[src/design/mmpd_pkg.sv]
// Shared types, constants and helper functions of the ramped PWM motor drive.
`timescale 1ns / 1ps
package mmpd_pkg;

    localparam int MOTOR_COUNT = 4;
    localparam int SLOT_W      = 2;
    localparam int MASK_W      = 4;
    localparam int THR_COUNT   = 4;
    localparam int THR_W       = 7;
    localparam int SPEED_W     = 8;
    localparam int MAG_W       = 7;
    localparam int STEP_W      = 8;
    localparam int VOLT_W      = 16;
    localparam int FACT_W      = 9;
    localparam int FRAC_W      = 8;
    localparam int DIV_W       = VOLT_W + FRAC_W;
    localparam int CNT_W       = 5;
    localparam int PWM_W       = 8;

    localparam int SPEED_MAX   = 100;
    localparam int FACT_MIN    = 204;
    localparam int FACT_MAX    = 333;
    localparam int FACT_ONE    = 256;
    localparam int BATT_MIN    = 100;
    localparam int PWM_FULL    = 255;
    // x / 100 == (x * 5243) >> 19 for every x below 43699
    localparam int RECIP       = 5243;
    localparam int RECIP_SH    = 19;

    localparam int APB_AW      = 5;
    localparam int APB_DW      = 32;

    typedef enum logic [1:0] {
        K_SET      = 2'd0,
        K_STOP_ONE = 2'd1,
        K_STOP_ALL = 2'd2,
        K_TICK     = 2'd3
    } t_kind;

    typedef enum logic [2:0] {
        S_IDLE,
        S_DIV,
        S_WALK,
        S_RAMP,
        S_SCALE,
        S_EMIT,
        S_STOP
    } t_state;

    typedef enum logic [2:0] {
        R_USED   = 3'd0,
        R_BRIDGE = 3'd1,
        R_RAMP   = 3'd2,
        R_THR0   = 3'd3,
        R_THR1   = 3'd4,
        R_THR2   = 3'd5,
        R_THR3   = 3'd6,
        R_NOM    = 3'd7
    } t_reg;

    typedef struct packed {
        t_kind               kind;
        logic [SLOT_W-1:0]   motor;
        logic signed [7:0]   target_value;
        logic [VOLT_W-1:0]   battery_mv;
    } t_in;

    typedef struct packed {
        logic [SLOT_W-1:0]   motor_id;
        logic [PWM_W-1:0]    pwm;
        logic                drive_a;
        logic                drive_b;
        logic signed [7:0]   current_speed;
        logic signed [7:0]   target_speed;
        logic                last;
    } t_out;

    typedef struct packed {
        logic [MASK_W-1:0]                  used;
        logic [MASK_W-1:0]                  bridge;
        logic [STEP_W-1:0]                  ramp;
        logic [THR_COUNT-1:0][THR_W-1:0]    thr;
        logic [VOLT_W-1:0]                  nom;
    } t_cfg;

    typedef struct packed {
        logic              capture;
        logic              set_tgt;
        logic              div_start;
        logic              ramp;
        logic              scale;
        logic              emit_tick;
        logic              emit_stop;
        logic [SLOT_W-1:0] slot;
        logic              last;
    } t_cmd;

    typedef struct packed {
        logic div_busy;
        logic out_free;
    } t_stat;

    function automatic logic slot_en(input logic [MASK_W-1:0] used,
                                     input logic [SLOT_W-1:0] m);
        return (int'(m) < MOTOR_COUNT) && used[m];
    endfunction

    // any enabled slot above m
    function automatic logic above_en(input logic [MASK_W-1:0] used,
                                      input logic [SLOT_W-1:0] m);
        logic r;
        r = 1'b0;
        for (int j = 0; j < MASK_W; j++) begin
            if ((j > int'(m)) && (j < MOTOR_COUNT) && used[j]) begin
                r = 1'b1;
            end
        end
        return r;
    endfunction

    function automatic logic [PWM_W-1:0] pwm_of(input logic [MAG_W-1:0] mag);
        logic [14:0] x;
        logic [27:0] p;
        x = 15'(mag) * 15'(PWM_FULL);
        p = 28'(x) * 28'(RECIP);
        return p[RECIP_SH +: PWM_W];
    endfunction

endpackage

[src/design/multi_motor_ramped_pwm_drive.sv]
// Top level: register port, sequencer and datapath of the ramped PWM motor drive.
// Set request: taken while idle, gives no record. Stop one on an enabled slot: a record from the stop state.
// Tick: factor division, then walk, ramp, scale and emit states per enabled motor, walk
// only per skipped slot; stop all: walk and stop states per enabled motor, walk per skipped.
// One request at a time: ready returns as the last record is registered.
// Synchronous active-low reset clears speeds, sets registers to defaults, empties output.
`timescale 1ns / 1ps
module multi_motor_ramped_pwm_drive (
    input  logic                          i_clk,
    input  logic                          i_rst_n,
    input  logic                          i_in_valid,
    output logic                          o_in_ready,
    input  mmpd_pkg::t_in                 i_in,
    output logic                          o_out_valid,
    input  logic                          i_out_ready,
    output mmpd_pkg::t_out                o_out,
    input  logic                          psel,
    input  logic                          penable,
    input  logic                          pwrite,
    input  logic [mmpd_pkg::APB_AW-1:0]   paddr,
    input  logic [mmpd_pkg::APB_DW-1:0]   pwdata,
    output logic [mmpd_pkg::APB_DW-1:0]   prdata,
    output logic                          pready
);

    mmpd_pkg::t_cfg  r_cfg;
    mmpd_pkg::t_cmd  cmd;
    mmpd_pkg::t_stat stat;
    mmpd_pkg::t_reg  reg_sel;
    logic            wr_en;

    assign pready  = 1'b1;
    assign reg_sel = mmpd_pkg::t_reg'(paddr[mmpd_pkg::APB_AW-1:2]);
    assign wr_en   = psel && penable && pwrite && pready;

    always_ff @(posedge i_clk) begin
        if (!i_rst_n) begin
            r_cfg.used   <= '0;
            r_cfg.bridge <= '0;
            r_cfg.ramp   <= mmpd_pkg::STEP_W'(5);
            r_cfg.thr    <= '0;
            r_cfg.nom    <= mmpd_pkg::VOLT_W'(12000);
        end else if (wr_en) begin
            unique case (reg_sel)
                mmpd_pkg::R_USED:   r_cfg.used   <= pwdata[mmpd_pkg::MASK_W-1:0];
                mmpd_pkg::R_BRIDGE: r_cfg.bridge <= pwdata[mmpd_pkg::MASK_W-1:0];
                mmpd_pkg::R_RAMP:   r_cfg.ramp   <= pwdata[mmpd_pkg::STEP_W-1:0];
                mmpd_pkg::R_THR0:   r_cfg.thr[0] <= pwdata[mmpd_pkg::THR_W-1:0];
                mmpd_pkg::R_THR1:   r_cfg.thr[1] <= pwdata[mmpd_pkg::THR_W-1:0];
                mmpd_pkg::R_THR2:   r_cfg.thr[2] <= pwdata[mmpd_pkg::THR_W-1:0];
                mmpd_pkg::R_THR3:   r_cfg.thr[3] <= pwdata[mmpd_pkg::THR_W-1:0];
                mmpd_pkg::R_NOM:    r_cfg.nom    <= pwdata[mmpd_pkg::VOLT_W-1:0];
                default: ;
            endcase
        end
    end

    always_comb begin
        prdata = '0;
        unique case (reg_sel)
            mmpd_pkg::R_USED:   prdata = mmpd_pkg::APB_DW'(r_cfg.used);
            mmpd_pkg::R_BRIDGE: prdata = mmpd_pkg::APB_DW'(r_cfg.bridge);
            mmpd_pkg::R_RAMP:   prdata = mmpd_pkg::APB_DW'(r_cfg.ramp);
            mmpd_pkg::R_THR0:   prdata = mmpd_pkg::APB_DW'(r_cfg.thr[0]);
            mmpd_pkg::R_THR1:   prdata = mmpd_pkg::APB_DW'(r_cfg.thr[1]);
            mmpd_pkg::R_THR2:   prdata = mmpd_pkg::APB_DW'(r_cfg.thr[2]);
            mmpd_pkg::R_THR3:   prdata = mmpd_pkg::APB_DW'(r_cfg.thr[3]);
            mmpd_pkg::R_NOM:    prdata = mmpd_pkg::APB_DW'(r_cfg.nom);
            default:            prdata = '0;
        endcase
    end

    mmpd_ctrl u_ctrl (
        .i_clk      (i_clk),
        .i_rst_n    (i_rst_n),
        .i_in_valid (i_in_valid),
        .o_in_ready (o_in_ready),
        .i_in       (i_in),
        .i_cfg      (r_cfg),
        .i_stat     (stat),
        .o_cmd      (cmd)
    );

    mmpd_dp u_dp (
        .i_clk       (i_clk),
        .i_rst_n     (i_rst_n),
        .i_in        (i_in),
        .i_cfg       (r_cfg),
        .i_cmd       (cmd),
        .i_out_ready (i_out_ready),
        .o_stat      (stat),
        .o_out_valid (o_out_valid),
        .o_out       (o_out)
    );

`ifndef SYNTHESIS
    a_no_both_lines: assert property (@(posedge i_clk) disable iff (!i_rst_n)
        o_out_valid |-> !(o_out.drive_a && o_out.drive_b))
        else $error("both bridge lines driven high");

    a_speed_range: assert property (@(posedge i_clk) disable iff (!i_rst_n)
        o_out_valid |-> (o_out.current_speed <= 8'sd100) &&
                        (o_out.current_speed >= -8'sd100))
        else $error("reported speed out of range");

    a_busy_no_ready: assert property (@(posedge i_clk) disable iff (!i_rst_n)
        stat.div_busy |-> !o_in_ready)
        else $error("request taken during factor division");

    a_tick_holds: assert property (@(posedge i_clk) disable iff (!i_rst_n)
        (i_in_valid && o_in_ready && (i_in.kind == mmpd_pkg::K_TICK)) |=> !o_in_ready)
        else $error("tick request did not hold off input");
`endif

endmodule

[src/design/mmpd_ctrl.sv]
// Sequencer of the motor drive: decodes requests and walks the motor slots.
`timescale 1ns / 1ps
module mmpd_ctrl (
    input  logic            i_clk,
    input  logic            i_rst_n,
    input  logic            i_in_valid,
    output logic            o_in_ready,
    input  mmpd_pkg::t_in   i_in,
    input  mmpd_pkg::t_cfg  i_cfg,
    input  mmpd_pkg::t_stat i_stat,
    output mmpd_pkg::t_cmd  o_cmd
);

    mmpd_pkg::t_state                r_state, n_state;
    mmpd_pkg::t_kind                 r_kind, n_kind;
    logic [mmpd_pkg::SLOT_W-1:0]     r_slot, n_slot;
    logic                            cur_en;
    logic                            is_top;
    logic                            last_rec;

    always_ff @(posedge i_clk) begin
        if (!i_rst_n) begin
            r_state <= mmpd_pkg::S_IDLE;
            r_kind  <= mmpd_pkg::K_SET;
            r_slot  <= '0;
        end else begin
            r_state <= n_state;
            r_kind  <= n_kind;
            r_slot  <= n_slot;
        end
    end

    assign cur_en   = mmpd_pkg::slot_en(i_cfg.used, r_slot);
    assign is_top   = (r_slot == mmpd_pkg::SLOT_W'(mmpd_pkg::MOTOR_COUNT - 1));
    assign last_rec = (r_kind == mmpd_pkg::K_STOP_ONE) ||
                      !mmpd_pkg::above_en(i_cfg.used, r_slot);
    assign o_in_ready = (r_state == mmpd_pkg::S_IDLE);

    always_comb begin
        n_state    = r_state;
        n_kind     = r_kind;
        n_slot     = r_slot;
        o_cmd      = '0;
        o_cmd.slot = r_slot;
        o_cmd.last = last_rec;
        unique case (r_state)
            mmpd_pkg::S_IDLE: begin
                if (i_in_valid) begin
                    o_cmd.capture = 1'b1;
                    n_kind        = i_in.kind;
                    unique case (i_in.kind)
                        mmpd_pkg::K_SET: begin
                            o_cmd.slot    = i_in.motor;
                            o_cmd.set_tgt = mmpd_pkg::slot_en(i_cfg.used, i_in.motor);
                        end
                        mmpd_pkg::K_STOP_ONE: begin
                            if (mmpd_pkg::slot_en(i_cfg.used, i_in.motor)) begin
                                n_slot  = i_in.motor;
                                n_state = mmpd_pkg::S_STOP;
                            end
                        end
                        mmpd_pkg::K_STOP_ALL: begin
                            n_slot  = '0;
                            n_state = mmpd_pkg::S_WALK;
                        end
                        mmpd_pkg::K_TICK: begin
                            o_cmd.div_start = 1'b1;
                            n_state         = mmpd_pkg::S_DIV;
                        end
                        default: ;
                    endcase
                end
            end
            mmpd_pkg::S_DIV: begin
                if (!i_stat.div_busy) begin
                    n_slot  = '0;
                    n_state = mmpd_pkg::S_WALK;
                end
            end
            mmpd_pkg::S_WALK: begin
                if (cur_en) begin
                    n_state = (r_kind == mmpd_pkg::K_TICK) ? mmpd_pkg::S_RAMP
                                                           : mmpd_pkg::S_STOP;
                end else if (is_top) begin
                    n_state = mmpd_pkg::S_IDLE;
                end else begin
                    n_slot = r_slot + 1'b1;
                end
            end
            mmpd_pkg::S_RAMP: begin
                o_cmd.ramp = 1'b1;
                n_state    = mmpd_pkg::S_SCALE;
            end
            mmpd_pkg::S_SCALE: begin
                o_cmd.scale = 1'b1;
                n_state     = mmpd_pkg::S_EMIT;
            end
            mmpd_pkg::S_EMIT, mmpd_pkg::S_STOP: begin
                // hold until the output register can take the record
                if (i_stat.out_free) begin
                    o_cmd.emit_tick = (r_state == mmpd_pkg::S_EMIT);
                    o_cmd.emit_stop = (r_state == mmpd_pkg::S_STOP);
                    if (last_rec) begin
                        n_state = mmpd_pkg::S_IDLE;
                    end else begin
                        n_slot  = r_slot + 1'b1;
                        n_state = mmpd_pkg::S_WALK;
                    end
                end
            end
            default: n_state = mmpd_pkg::S_IDLE;
        endcase
    end

endmodule

[src/design/mmpd_dp.sv]
// Datapath of the motor drive: speed store, factor divider, ramp, scaling, output register.
`timescale 1ns / 1ps
module mmpd_dp (
    input  logic            i_clk,
    input  logic            i_rst_n,
    input  mmpd_pkg::t_in   i_in,
    input  mmpd_pkg::t_cfg  i_cfg,
    input  mmpd_pkg::t_cmd  i_cmd,
    input  logic            i_out_ready,
    output mmpd_pkg::t_stat o_stat,
    output logic            o_out_valid,
    output mmpd_pkg::t_out  o_out
);

    logic signed [mmpd_pkg::SPEED_W-1:0] r_cur [mmpd_pkg::MOTOR_COUNT];
    logic signed [mmpd_pkg::SPEED_W-1:0] r_tgt [mmpd_pkg::MOTOR_COUNT];

    logic [mmpd_pkg::VOLT_W-1:0]  r_batt;
    logic [mmpd_pkg::VOLT_W-1:0]  r_rem;
    logic [mmpd_pkg::DIV_W-1:0]   r_quo;
    logic [mmpd_pkg::CNT_W-1:0]   r_cnt;

    logic [mmpd_pkg::MAG_W-1:0]          r_mag;
    logic [mmpd_pkg::MAG_W-1:0]          r_smag;
    logic signed [mmpd_pkg::SPEED_W-1:0] r_cur_s;
    logic signed [mmpd_pkg::SPEED_W-1:0] r_tgt_s;

    logic           r_out_valid;
    mmpd_pkg::t_out r_out;

    logic signed [mmpd_pkg::SPEED_W-1:0] cur, tgt, new_cur, set_val;
    logic signed [mmpd_pkg::SPEED_W:0]   cur9, tgt9, diff, step9, new9;
    logic [mmpd_pkg::SPEED_W:0]          adiff;
    logic [mmpd_pkg::SPEED_W-1:0]        new_abs;
    logic [mmpd_pkg::MAG_W-1:0]          mag;
    logic [mmpd_pkg::FACT_W-1:0]         quo_cl, factor;
    logic [mmpd_pkg::MAG_W+mmpd_pkg::FACT_W-1:0] prod;
    logic [mmpd_pkg::SPEED_W-1:0]        scaled;
    logic [mmpd_pkg::VOLT_W:0]           rem_sh, rem_sub;
    logic                                qbit;

    // ramp toward target by at most the step
    always_comb begin
        cur   = r_cur[i_cmd.slot];
        tgt   = r_tgt[i_cmd.slot];
        cur9  = {cur[mmpd_pkg::SPEED_W-1], cur};
        tgt9  = {tgt[mmpd_pkg::SPEED_W-1], tgt};
        step9 = {1'b0, i_cfg.ramp};
        diff  = tgt9 - cur9;
        adiff = diff[mmpd_pkg::SPEED_W] ? (~diff + 1'b1) : diff;
        if (adiff <= step9) begin
            new9 = tgt9;
        end else if (!diff[mmpd_pkg::SPEED_W]) begin
            new9 = cur9 + step9;
        end else begin
            new9 = cur9 - step9;
        end
        new_cur = new9[mmpd_pkg::SPEED_W-1:0];
        new_abs = new_cur[mmpd_pkg::SPEED_W-1] ? (~new_cur + 1'b1) : new_cur;
        mag     = new_abs[mmpd_pkg::MAG_W-1:0];
        if (mag < i_cfg.thr[i_cmd.slot]) begin
            mag = '0;
        end
    end

    // clamp the requested target
    always_comb begin
        if (i_in.target_value > 8'sd100) begin
            set_val = 8'sd100;
        end else if (i_in.target_value < -8'sd100) begin
            set_val = -8'sd100;
        end else begin
            set_val = i_in.target_value;
        end
    end

    // battery compensation factor and scaled magnitude
    always_comb begin
        if (r_quo > mmpd_pkg::DIV_W'(mmpd_pkg::FACT_MAX)) begin
            quo_cl = mmpd_pkg::FACT_W'(mmpd_pkg::FACT_MAX);
        end else if (r_quo < mmpd_pkg::DIV_W'(mmpd_pkg::FACT_MIN)) begin
            quo_cl = mmpd_pkg::FACT_W'(mmpd_pkg::FACT_MIN);
        end else begin
            quo_cl = r_quo[mmpd_pkg::FACT_W-1:0];
        end
        factor = (r_batt <= mmpd_pkg::VOLT_W'(mmpd_pkg::BATT_MIN))
               ? mmpd_pkg::FACT_W'(mmpd_pkg::FACT_ONE) : quo_cl;
        prod   = (mmpd_pkg::MAG_W + mmpd_pkg::FACT_W)'(r_mag) *
                 (mmpd_pkg::MAG_W + mmpd_pkg::FACT_W)'(factor);
        scaled = prod[mmpd_pkg::FRAC_W +: mmpd_pkg::SPEED_W];
    end

    // one restoring division step per cycle
    always_comb begin
        rem_sh  = {r_rem, r_quo[mmpd_pkg::DIV_W-1]};
        rem_sub = rem_sh - {1'b0, r_batt};
        qbit    = (rem_sh >= {1'b0, r_batt});
    end

    always_ff @(posedge i_clk) begin
        if (!i_rst_n) begin
            for (int i = 0; i < mmpd_pkg::MOTOR_COUNT; i++) begin
                r_cur[i] <= '0;
                r_tgt[i] <= '0;
            end
        end else begin
            if (i_cmd.set_tgt) begin
                r_tgt[i_cmd.slot] <= set_val;
            end
            if (i_cmd.emit_stop) begin
                r_cur[i_cmd.slot] <= '0;
                r_tgt[i_cmd.slot] <= '0;
            end
            if (i_cmd.ramp) begin
                r_cur[i_cmd.slot] <= new_cur;
            end
        end
    end

    always_ff @(posedge i_clk) begin
        if (!i_rst_n) begin
            r_cnt <= '0;
        end else if (i_cmd.div_start) begin
            r_cnt <= mmpd_pkg::CNT_W'(mmpd_pkg::DIV_W);
        end else if (r_cnt != '0) begin
            r_cnt <= r_cnt - 1'b1;
        end
    end

    always_ff @(posedge i_clk) begin
        if (i_cmd.capture) begin
            r_batt <= i_in.battery_mv;
        end
        if (i_cmd.div_start) begin
            r_rem <= '0;
            r_quo <= {i_cfg.nom, mmpd_pkg::FRAC_W'(0)};
        end else if (r_cnt != '0) begin
            r_rem <= qbit ? rem_sub[mmpd_pkg::VOLT_W-1:0] : rem_sh[mmpd_pkg::VOLT_W-1:0];
            r_quo <= {r_quo[mmpd_pkg::DIV_W-2:0], qbit};
        end
        if (i_cmd.ramp) begin
            r_mag   <= mag;
            r_cur_s <= new_cur;
            r_tgt_s <= tgt;
        end
        if (i_cmd.scale) begin
            r_smag <= (scaled > mmpd_pkg::SPEED_W'(mmpd_pkg::SPEED_MAX))
                    ? mmpd_pkg::MAG_W'(mmpd_pkg::SPEED_MAX)
                    : scaled[mmpd_pkg::MAG_W-1:0];
        end
    end

    always_ff @(posedge i_clk) begin
        if (!i_rst_n) begin
            r_out_valid <= 1'b0;
        end else if (i_cmd.emit_tick || i_cmd.emit_stop) begin
            r_out_valid <= 1'b1;
        end else if (i_out_ready) begin
            r_out_valid <= 1'b0;
        end
    end

    always_ff @(posedge i_clk) begin
        if (i_cmd.emit_tick) begin
            r_out.motor_id      <= i_cmd.slot;
            r_out.pwm           <= mmpd_pkg::pwm_of(r_smag);
            r_out.drive_a       <= !r_cur_s[mmpd_pkg::SPEED_W-1];
            r_out.drive_b       <= i_cfg.bridge[i_cmd.slot] & r_cur_s[mmpd_pkg::SPEED_W-1];
            r_out.current_speed <= r_cur_s;
            r_out.target_speed  <= r_tgt_s;
            r_out.last          <= i_cmd.last;
        end else if (i_cmd.emit_stop) begin
            r_out.motor_id      <= i_cmd.slot;
            r_out.pwm           <= '0;
            r_out.drive_a       <= 1'b0;
            r_out.drive_b       <= 1'b0;
            r_out.current_speed <= '0;
            r_out.target_speed  <= '0;
            r_out.last          <= i_cmd.last;
        end
    end

    assign o_stat.div_busy = (r_cnt != '0);
    assign o_stat.out_free = !r_out_valid || i_out_ready;
    assign o_out_valid     = r_out_valid;
    assign o_out           = r_out;

endmodule

[config.mk]
export PLATFORM = sky130hd
export DESIGN_NAME = multi_motor_ramped_pwm_drive
export DESIGN_NICKNAME = d
export VERILOG_FILES = /design/src/design/mmpd_pkg.sv /design/src/design/multi_motor_ramped_pwm_drive.sv /design/src/design/mmpd_ctrl.sv /design/src/design/mmpd_dp.sv
export SDC_FILE = /design/constraint.sdc
export NUM_CORES = 1
export LEC_CHECK = 0
export BUFFER_PORTS_ARGS = -buffer_cell sky130_fd_sc_hd__buf_2
export CORE_MARGIN = 5
export CORE_UTILIZATION = 55
export DETAILED_ROUTE_END_ITERATION = 10
export GPL_TIMING_DRIVEN = 0
export PLACE_DENSITY = 0.71
export SYNTH_ARGS = -nofsm -noshare
export SYNTH_HDL_FRONTEND = slang
export SYNTH_SLANG_ARGS = --single-unit
[constraint.sdc]
create_clock -name i_clk -period 12.7 [get_ports i_clk]
set_input_delay 3.175 -clock i_clk [delete_from_list [all_inputs] [get_ports i_clk]]
set_output_delay 3.175 -clock i_clk [all_outputs]
set_load 0.01 [all_outputs]
---- Yosys cells after proc, flatten, opt, wreduce, memory -nomap -nowiden ----
Memory sizes are Yosys's and may differ from the RTL's.
Index checks and enable logic that the tools add are counted.
word-level totals
  register bits after elaboration ......... 188
  RAM bits ................................ 64
  input bits .............................. 72
  output and inout port bits .............. 64
  logic and storage cells ................. 204
  memories ................................ 2
operators by class
  add/sub/neg operators ................... 8
  multiply operators ...................... 3
  order comparisons ....................... 15
  eq/ne operators ......................... 29
  multiplexer cells ....................... 78
  bitwise operators ....................... 6
  reductions and logical operators ........ 34
memory list
  memory      words  width  rd ports  clocked after memory_dff  wr ports  line           text
  u_dp.r_cur  4      8      1         0                         4         mmpd_dp.sv:15  logic signed [mmpd_pkg::SPEED_W-1:0] r_cur [mmpd_pkg::MOTOR_COUNT];
  u_dp.r_tgt  4      8      1         0                         4         mmpd_dp.sv:16  logic signed [mmpd_pkg::SPEED_W-1:0] r_tgt [mmpd_pkg::MOTOR_COUNT];
operators with widths
  operator                  count
  $pmux W32 S8              1
  $mux W8                   8
  $mux W29                  2
  $mux W24                  2
  $mux W9                   4
  $mux W2                   15
  $mul A15 B13 Y27 const B  1
  $mux W3                   9
  $gt A24 B9 Y1 const B     1
  $lt A24 B8 Y1 const B     1
  $mux W1                   24
  $eq A3 B3 Y1 const B      7
  $pmux W3 S6               1
  $reduce_and A2 Y1         9
  $ge A17 B16 Y1            1
  $le A16 B7 Y1 const B     1
  $mul A7 B9 Y16            1
  $mux W16                  1
  $reduce_or A8 Y1          2
  $sub A16 B16 Y16          1
  $mul A7 B8 Y15 const B    1
  $bmux W7 S2               1
  $mux W7                   2
  $eq A3 B2 Y1 const B      4
  43 further kinds          73

---- Logic depth before layout (Yosys ltp) ----
Gate-level depths: netlist (run 1).
An unclocked memory read counts as a cell.
  depth in word-level cells ............... 15
  depth in mapped cells ................... 43
  gate-level depth less buffers ........... 39

---- Cells and area by module ----
Synthesis (run 1) repeated with hierarchy kept, for this count alone.
unflattened totals
  cell total of the unflattened synthesis .. 2,107
  area, all modules ....................... 20,564.7 um2
by module, submodules not included
  module                        times used  cells each  area each (um2)  seq. area each (um2)
  mmpd_dp                       1           1,647       16,681.0         5,255.0
  multi_motor_ramped_pwm_drive  1           349         2,996.6          1,201.2
  mmpd_ctrl                     1           111         887.1            140.1

---- Worst setup path before layout (run 1) ----
Ideal clock, no wire load.
  kind .................................... input to register
  start ................................... in i_in[26] (netlist name)
  end ..................................... reg u_dp.r_mag[1] (netlist name), data pin
  library setup time ...................... 0.270 ns
  arrival time ............................ 9.875 ns
  required time ........................... 12.430 ns
  path slack .............................. 2.555 ns
  cell stages on the path ................. 43
  path buffers ............................ 4
  cell sequence ........................... inv_1 > ha_1 > and2_1 > a21oi_2 > a21oi_4 > inv_2 > buf_2 > buf_1 > nand2_1 > nand3_1 > and2_1 > ha_1 > inv_1 > fa_1 > nand3_1 > a21boi_1 > o31a_1 > o41ai_1 > (+7 left out) > o21ai_0 > o21ai_0 > o41ai_2 > buf_2 > nand2_1 > o21a_1 > inv_1 > ha_1 > inv_1 > nor3_1 > mux2_2 > a21oi_1 > xnor2_1 > ha_1 > and3_1 > a221o_1 > a21oi_1 > nor2b_1
on the way
  longest elaborated chain between the ends .. 15
  elaborated cells between the ends (all ways) .. 21
  classes of those cells .................. add/sub (5); order compare (2); mux (9); bitwise (2); reduce/logical (1); memory (2)
ends and longest elaborated chain
  what                              line                                text
  start: declaration                multi_motor_ramped_pwm_drive.sv:13  input mmpd_pkg::t_in i_in,
  $logic_not A2 Y1 (*)              mmpd_ctrl.sv:51                     unique case (i_in.kind)
  $mux W2 (*)                       mmpd_ctrl.sv:51
  $mux W2 (*)                       mmpd_ctrl.sv:48                     if (i_in_valid) begin
  $mux W2 (*)                       mmpd_ctrl.sv:46                     unique case (r_state)
  $mem_v2 Z4 W8 (on tied branches)  --
  $sub A8 B8 Y9                     mmpd_dp.sv:49                       diff = tgt9 - cur9;
  $not A9 Y9                        mmpd_dp.sv:50                       adiff = diff[mmpd_pkg::SPEED_W] ? (~diff + 1'b1) : diff;
  $add A9 B1 Y9                     mmpd_dp.sv:50
  $mux W9                           mmpd_dp.sv:50
  $le A9 B8 Y1                      mmpd_dp.sv:51                       if (adiff <= step9) begin
  $mux W8 (*)                       mmpd_dp.sv:51
  net u_dp.new9 (one bit)           mmpd_dp.sv:32                       logic signed [mmpd_pkg::SPEED_W:0] cur9, tgt9, diff, step9, new9;
  $not A7 Y7 (*)                    mmpd_dp.sv:59                       new_abs = new_cur[mmpd_pkg::SPEED_W-1] ? (~new_cur + 1'b1) : new_cur;
  $add A7 B1 Y7 (*)                 mmpd_dp.sv:59
  $mux W7 (*)                       mmpd_dp.sv:59
  net u_dp.new_abs (one bit)        mmpd_dp.sv:34                       logic [mmpd_pkg::SPEED_W-1:0] new_abs;
  $lt A7 B7 Y1 (*)                  mmpd_dp.sv:61                       if (mag < i_cfg.thr[i_cmd.slot]) begin
  end signal: assignment            mmpd_dp.sv:142                      r_mag <= mag;
  end: declaration                  mmpd_dp.sv:23                       logic [mmpd_pkg::MAG_W-1:0] r_mag;
Mark *: on every way through the listed nets, which the timed path passes. The rest lies on a longest branch. The select of a mux whose other input is x is not followed.
A chain may end at the register's enable or synchronous reset.

---- Worst setup path after layout (run 1) ----
  start ................................... in i_in[27] (netlist name)
  end ..................................... reg u_dp.r_mag[5] (netlist name), data pin
Same word-level chain as after synthesis.

==> metrics.txt, run 1 <==
status completed; R2R depth 34; final hold viol count 0; r2r endpoint u_dp.o_out[25]; GPL Wtd Cong 0.935; largest family of logic cells by synthesized area adder cells; Slowest cell on crit path clkbuf_1; unique cell type count in the Yosys netlist 74; GRT Resource Usage Total 0.238; Die Span Y 202 um; Synth Flop Type edfxtp_1; Setup crit start kind input pin; Placed Instances 2791; post-layout minimum cycle time 11.71 ns; Syn Area/Cell 9.19 um^2; post-synthesis sequential area ratio 0.324; post-cts gate resize count 0; synth warn 0; setup TNS 0 ns; EDFF count, synth 155; post-synthesis xor/xnor area fraction 0.0356; CP required 12.97 ns; worst hold start r_cfg[8]; Max Slew Vio Count 0; cts hold-fix bufs 0; vias per cell 5.56; adder-cell share of the synthesized area 0.251; final clock skew 0.0346 ns; Post-DP HPWL 39.0 mm; drt pass-1 iters 6; layout cells sized above 1 0.0847; Compound-Gate Fraction of Synth Area 0.0983; Max-slew headroom 0.269; Final setup viols 0; CTS Root Cell clkbuf_16; # H-tree levels 1; initial antenna violation count 3; commonest non-fill, non-tap cells in the layout inv_1, nand2_1, ha_1, nor2_1, edfxtp_1; largest net degree at the start of global routing 33; P&R area growth vs syn 9.88%; post-synthesis mux area share 0.0497; commonest non-fill, non-tap cell in the layout inv_1; row count 70; ys async rst share 0; simple-gate share of the synthesized area 0.162; TritonCTS Buffers 27; Skew-Pair Late Insertion Delay 0.56 ns; highest clock rate 0.0854 GHz; CTS tree done; Worst setup EP type flip-flop; r2r setup slk 3.16 ns; vias in the first global route 16.1k; Slew @ Worst Pin 1.10 ns; number of nets with antenna violations after routing 0; Tcrit/Tclk final 0.922; GR Util met1 0.319; Initial DRC Count 1074; hold depth 2; Crit Path Class input pin to flip-flop; postcts setup bufs 0; Cell Area, Synth 0.0203 mm^2; final WL 49.0 mm; CTS Buffer Depth 3; grt ovf 0; global-route wire length before repair 80.5 mm; post-DR wirelength/cell 17.2 um; worst r2r src u_dp.r_smag[4]; Worst-path clk slew 0.06 ns; Layout Cells excl Fill 2843; Total Die Area 0.0409 mm^2; initial core utilization 0.557; grt met3 use 0.0321; synthesis-stage register bit count 252; Hold WC Path Type flip-flop to flip-flop; RSZ-0062 raised after global routing no; Final #Nets 2763; Worst EP arrival 11.98 ns; CTS sink cnt 252; Hold Path End r_cfg[8]; Die Wd 202 um; DRC 0; Max FO, Critical Path 10; number of I/O pins 136; GR met2 Demand/Resource 0.404; vias after detailed routing 15.8k; core box area 0.0365 mm^2; busiest metal layer after global routing met2; MaxCap Viol Count 0; Slowest Stage Delay on Critical Path 0.58 ns; I/O Buffers 94; Mapped Cells 2213
## cell usage after synthesis, types with 5 or more instances
cell type	n	area share
inv_1	312	0.058
nand2_1	263	0.049
ha_1	225	0.14
nor2_1	190	0.035
edfxtp_1	155	0.23
fa_1	114	0.11
a21oi_1	109	0.027
dfxtp_1	97	0.096
o21ai_0	87	0.021
nand3_1	70	0.017
mux2i_1	65	0.032
xnor2_1	58	0.025
clkbuf_1	57	0.011
and2_1	51	0.016
nor3_1	36	0.0089
a21o_1	25	0.0092
nor2b_1	25	0.0077
xor2_1	22	0.0095
nand2b_1	20	0.0062
and3_1	17	0.0052
buf_4	17	0.0063
a211oi_1	16	0.0059
mux2_2	13	0.0072
nand4_1	12	0.0037
buf_1	10	0.0018
mux4_2	9	0.010
buf_2	8	0.0020
nor4_1	8	0.0025
a31oi_1	7	0.0022
a22oi_1	6	0.0022
nor3b_1	6	0.0022
o21a_1	6	0.0022
o31ai_1	6	0.0022
or3_1	6	0.0018
o22ai_1	5	0.0015
or2_2	5	0.0015
## critical path, delay by kind of cell
kind | cells | cell delay (ns)
AO/OA/AOI/OAI | 15 | 3.15
buffers and inverters | 9 | 2.30
adder cells (fa/ha/maj) | 5 | 1.30
XOR/XNOR | 2 | 0.39
multiplexers | 1 | 0.28
AND/OR/NAND/NOR | 9 | 1.38
## cells by family after synthesis
kind of cell / Yosys count
AND/OR/NAND/NOR: 722
buffers and inverters: 407
adder cells (fa/ha/maj): 339
AO/OA/AOI/OAI: 322
flip-flops: 252
multiplexers: 88
XOR/XNOR: 81
other: 2
## through the flow
stage                     setup WS (ns)  utilization  instance area (um^2)  hold WS, ns
after floorplan                    2.55            -                 20400        0.445
after global placement            0.710        0.587                 21400        0.460
after detailed placement          0.640        0.588                 21500        0.464
after CTS                          1.19        0.612                 22300        0.474
after global routing              0.470        0.612                 22300        0.513
final                             0.987        0.612                 22300        0.476
## how the worst max path moves through the flow
| stage | from | endpoint | slack (ns) | cells after the start |
|---|---|---|---|---|
| after floorplan | i_in[26] | u_dp.r_mag[1] | 2.55 | 43 |
| after global placement | i_in[26] | u_dp.r_mag[6] | 0.71 | 41 |
| after detailed placement | i_in[26] | u_dp.r_mag[6] | 0.64 | 41 |
| after CTS | i_in[26] | u_dp.r_mag[6] | 1.19 | 41 |
| after global routing | i_in[26] | u_dp.r_mag[5] | 0.47 | 41 |
| final | i_in[27] | u_dp.r_mag[5] | 0.99 | 41 |
## sequential cells by signal, summed over array words and instances (netlist names)
signal and flops:
u_dp.r_tgt_s 8, u_dp.r_cur_s 8, u_dp.r_smag 7, u_ctrl.r_kind 2
u_dp.r_quo 24, r_cfg 60, u_ctrl.r_state 3, u_dp.o_out_valid 1
u_dp.r_mag 7, u_dp.o_out 29, u_dp.r_cnt 5, u_dp.r_cur 32
u_ctrl.r_slot 2, u_dp.r_rem 16, u_dp.r_batt 16, u_dp.r_tgt 32
## metal layers
metal	vias to the layer above	part of all wire
met5	-	0.00039
met4	2	0.030
met3	108	0.061
met2	486	0.48
met1	7531	0.43
li1	7685	-
## layout make-up
class                   count  area (um^2)
multi-input cells        1569        12200
plain buffers              92          419
flip-flops and latches    252         6600
inverters                 315         1190
fillers                  3098        14200
clock inverters            10         83.8
clock buffers              40          764
repair buffers             95          478
diodes                      2         5.00
well taps                 468          586
Power of run 1 is left out: the tool's default activity adds up to more than one toggle a clock period on the data nets, which glitch-free logic cannot reach.
==> inputs of run 2 (changes only) <==
--- a/config.mk
+++ b/config.mk
@@ -9,7 +9,6 @@
 export CORE_MARGIN = 5
 export CORE_UTILIZATION = 55
 export DETAILED_ROUTE_END_ITERATION = 10
-export GPL_TIMING_DRIVEN = 0
 export PLACE_DENSITY = 0.71
 export SYNTH_ARGS = -nofsm -noshare
 export SYNTH_HDL_FRONTEND = slang
==> constraint.sdc (replaced) <==
create_clock -name i_clk -period 14.1 [get_ports i_clk]
set_input_delay 3.525 -clock i_clk [delete_from_list [all_inputs] [get_ports i_clk]]
set_output_delay 3.525 -clock i_clk [all_outputs]
set_load 0.01 [all_outputs]
==> metrics.txt, run 2 (synthesis results as in run 1) <==
Slew @ Worst Pin 0.988 ns (-0.109 ns); post-DR wirelength/cell 16.8 um (-2.2%); final WL 46.6 mm (-4.7%); drt pass-1 iters 5 (-1); post-cts gate resize count 0 (unchanged); CTS tree done; Crit Path Class input pin to flip-flop; Worst-path clk slew 0.06 ns (about the same); # H-tree levels 1 (unchanged); Final setup viols 0 (unchanged); Placed Instances 2719 (-2.6%); Total Die Area 0.0409 mm^2 (unchanged); Worst EP arrival 11.85 ns (-0.13 ns); global-route wire length before repair 77.0 mm (-4.4%); TritonCTS Buffers 27 (unchanged); status completed; vias after detailed routing 15.5k (-2.2%); commonest non-fill, non-tap cell in the layout inv_1; cts hold-fix bufs 0 (unchanged); Max FO, Critical Path 39 (+29); n_diodes 0 (-2); Tcrit/Tclk final 0.821; largest net degree at the start of global routing 63 (+91%); setup TNS 0 ns (unchanged); pre-CTS WS 2.05 ns (+1.41 ns); Setup WS post-layout 2.53 ns (+1.54 ns); initial antenna violation count 1 (-2); most used cell, CP ha_1; Post-DP HPWL 35.9 mm (-8.0%); post-layout minimum cycle time 11.57 ns; core box area 0.0365 mm^2 (unchanged); CTS Buffer Depth 3 (unchanged); Max Slew Vio Count 0 (unchanged); P&R area growth vs syn 8.59%; MaxCap Viol Count 0 (unchanged); GRT Resource Usage Total 0.226 (-0.0119); Largest Register r_cfg; row count 70 (unchanged); Initial DRC Count 1145 (+6.6%); Worst setup EP type flip-flop; Setup crit start kind input pin; layout cells sized above 1 0.0847 (about the same); dpl cell area 0.0212 mm^2 (-1.3%); final instance area 0.0221 mm^2 (-1.2%); max reg flops 60 (unchanged); vias in the first global route 15.5k (-3.7%); Slowest cell on crit path buf_4; Max-slew headroom 0.339 (+0.0699); Die Span Y 202 um (unchanged); Hold WC Path Type flip-flop to flip-flop; number of nets with antenna violations after routing 0 (unchanged); Layout Cells excl Fill 2769 (-2.6%); grt ovf 0 (unchanged); Slowest Stage Delay on Critical Path 0.42 ns (-0.16 ns); Final #Nets 2691 (-2.6%); biggest regs r_cfg x60, u_dp.r_cur x32, u_dp.r_tgt x32; highest clock rate 0.0864 GHz; RSZ-0062 raised after global routing no; number of I/O pins 136 (unchanged); DRC 0 (unchanged); vias per cell 5.58 (+0.37%); initial core utilization 0.557 (unchanged); Die Wd 202 um (unchanged); Skew-Pair Late Insertion Delay 0.55 ns (about the same); CTS Root Cell clkbuf_16; CTS sink cnt 252 (unchanged); commonest non-fill, non-tap cells in the layout inv_1, nand2_1, ha_1, nor2_1, edfxtp_1; postcts setup bufs 0 (unchanged); CP required 14.38 ns (+1.41 ns); I/O Buffers 100 (+6.4%); final hold viol count 0 (unchanged); final clock skew 0.0158 ns (-0.0188 ns); GPL Wtd Cong 0.911 (-2.5%)
==> run 2: changes by cell type in the layout (fill, tap and decap cells not counted), moves of 2 or more <==
cell | previous run | this run
clkinv_1 | 1 | 5
buf_4 | 18 | 15
inv_6 | 1 | 3
nor3_2 | 2 | 0
nor3_1 | 34 | 36
bufinv_16 | 1 | 3
clkinv_2 | 5 | 2
buf_1 | 10 | 0
clkbuf_8 | 4 | 0
a21oi_1 | 108 | 106
clkbuf_1 | 66 | 6
buf_2 | 102 | 100
diode_2 | 2 | 0
==> run 2: critical path, delay by kind of cell <==
kind            cells  cell delay, ns
compound gates     15            3.11
xor+xnor            2            0.32
fa+ha+maj           6            1.56
buf+inv             9            1.41
mux                 3            1.00
simple gates        6            0.84
==> run 2: per-stage QoR <==
step,util,hold slack (ns)
3_3_place_gp,0.581,0.462
2_1_floorplan,-,0.445
6_report,0.605,0.477
3_5_place_dp,0.581,0.467
5_1_grt,0.605,0.515
4_1_cts,0.605,0.476
==> run 2: worst paths after layout <==
path                  start              to  slack (ns)  cells past startpoint
max                i_in[26]   u_dp.r_mag[6]        2.53                     41
min               r_cfg[12]       r_cfg[12]        0.48                      2
max reg2reg  u_dp.r_smag[4]  u_dp.o_out[25]        4.61                     32
min reg2reg       r_cfg[12]       r_cfg[12]        0.48                      2
==> run 2: layer usage <==
layer,up-vias,GRT usage,share of wire
met3,89,0.0292,0.053
met1,7406,0.302,0.43
li1,7541,-,-
met5,-,0,0.00028
met4,2,0.0548,0.022
met2,419,0.392,0.49
==> run 2: layout make-up <==
type | count | area [um^2]
clock inverters | 17 | 178
inverters | 315 | 1190
clock buffers | 33 | 698
multi-input cells | 1569 | 12200
well taps | 468 | 586
repair buffers | 115 | 613
flip-flops and latches | 252 | 6600
fillers | 3099 | 14400
Power of run 2 is left out for the same reason.
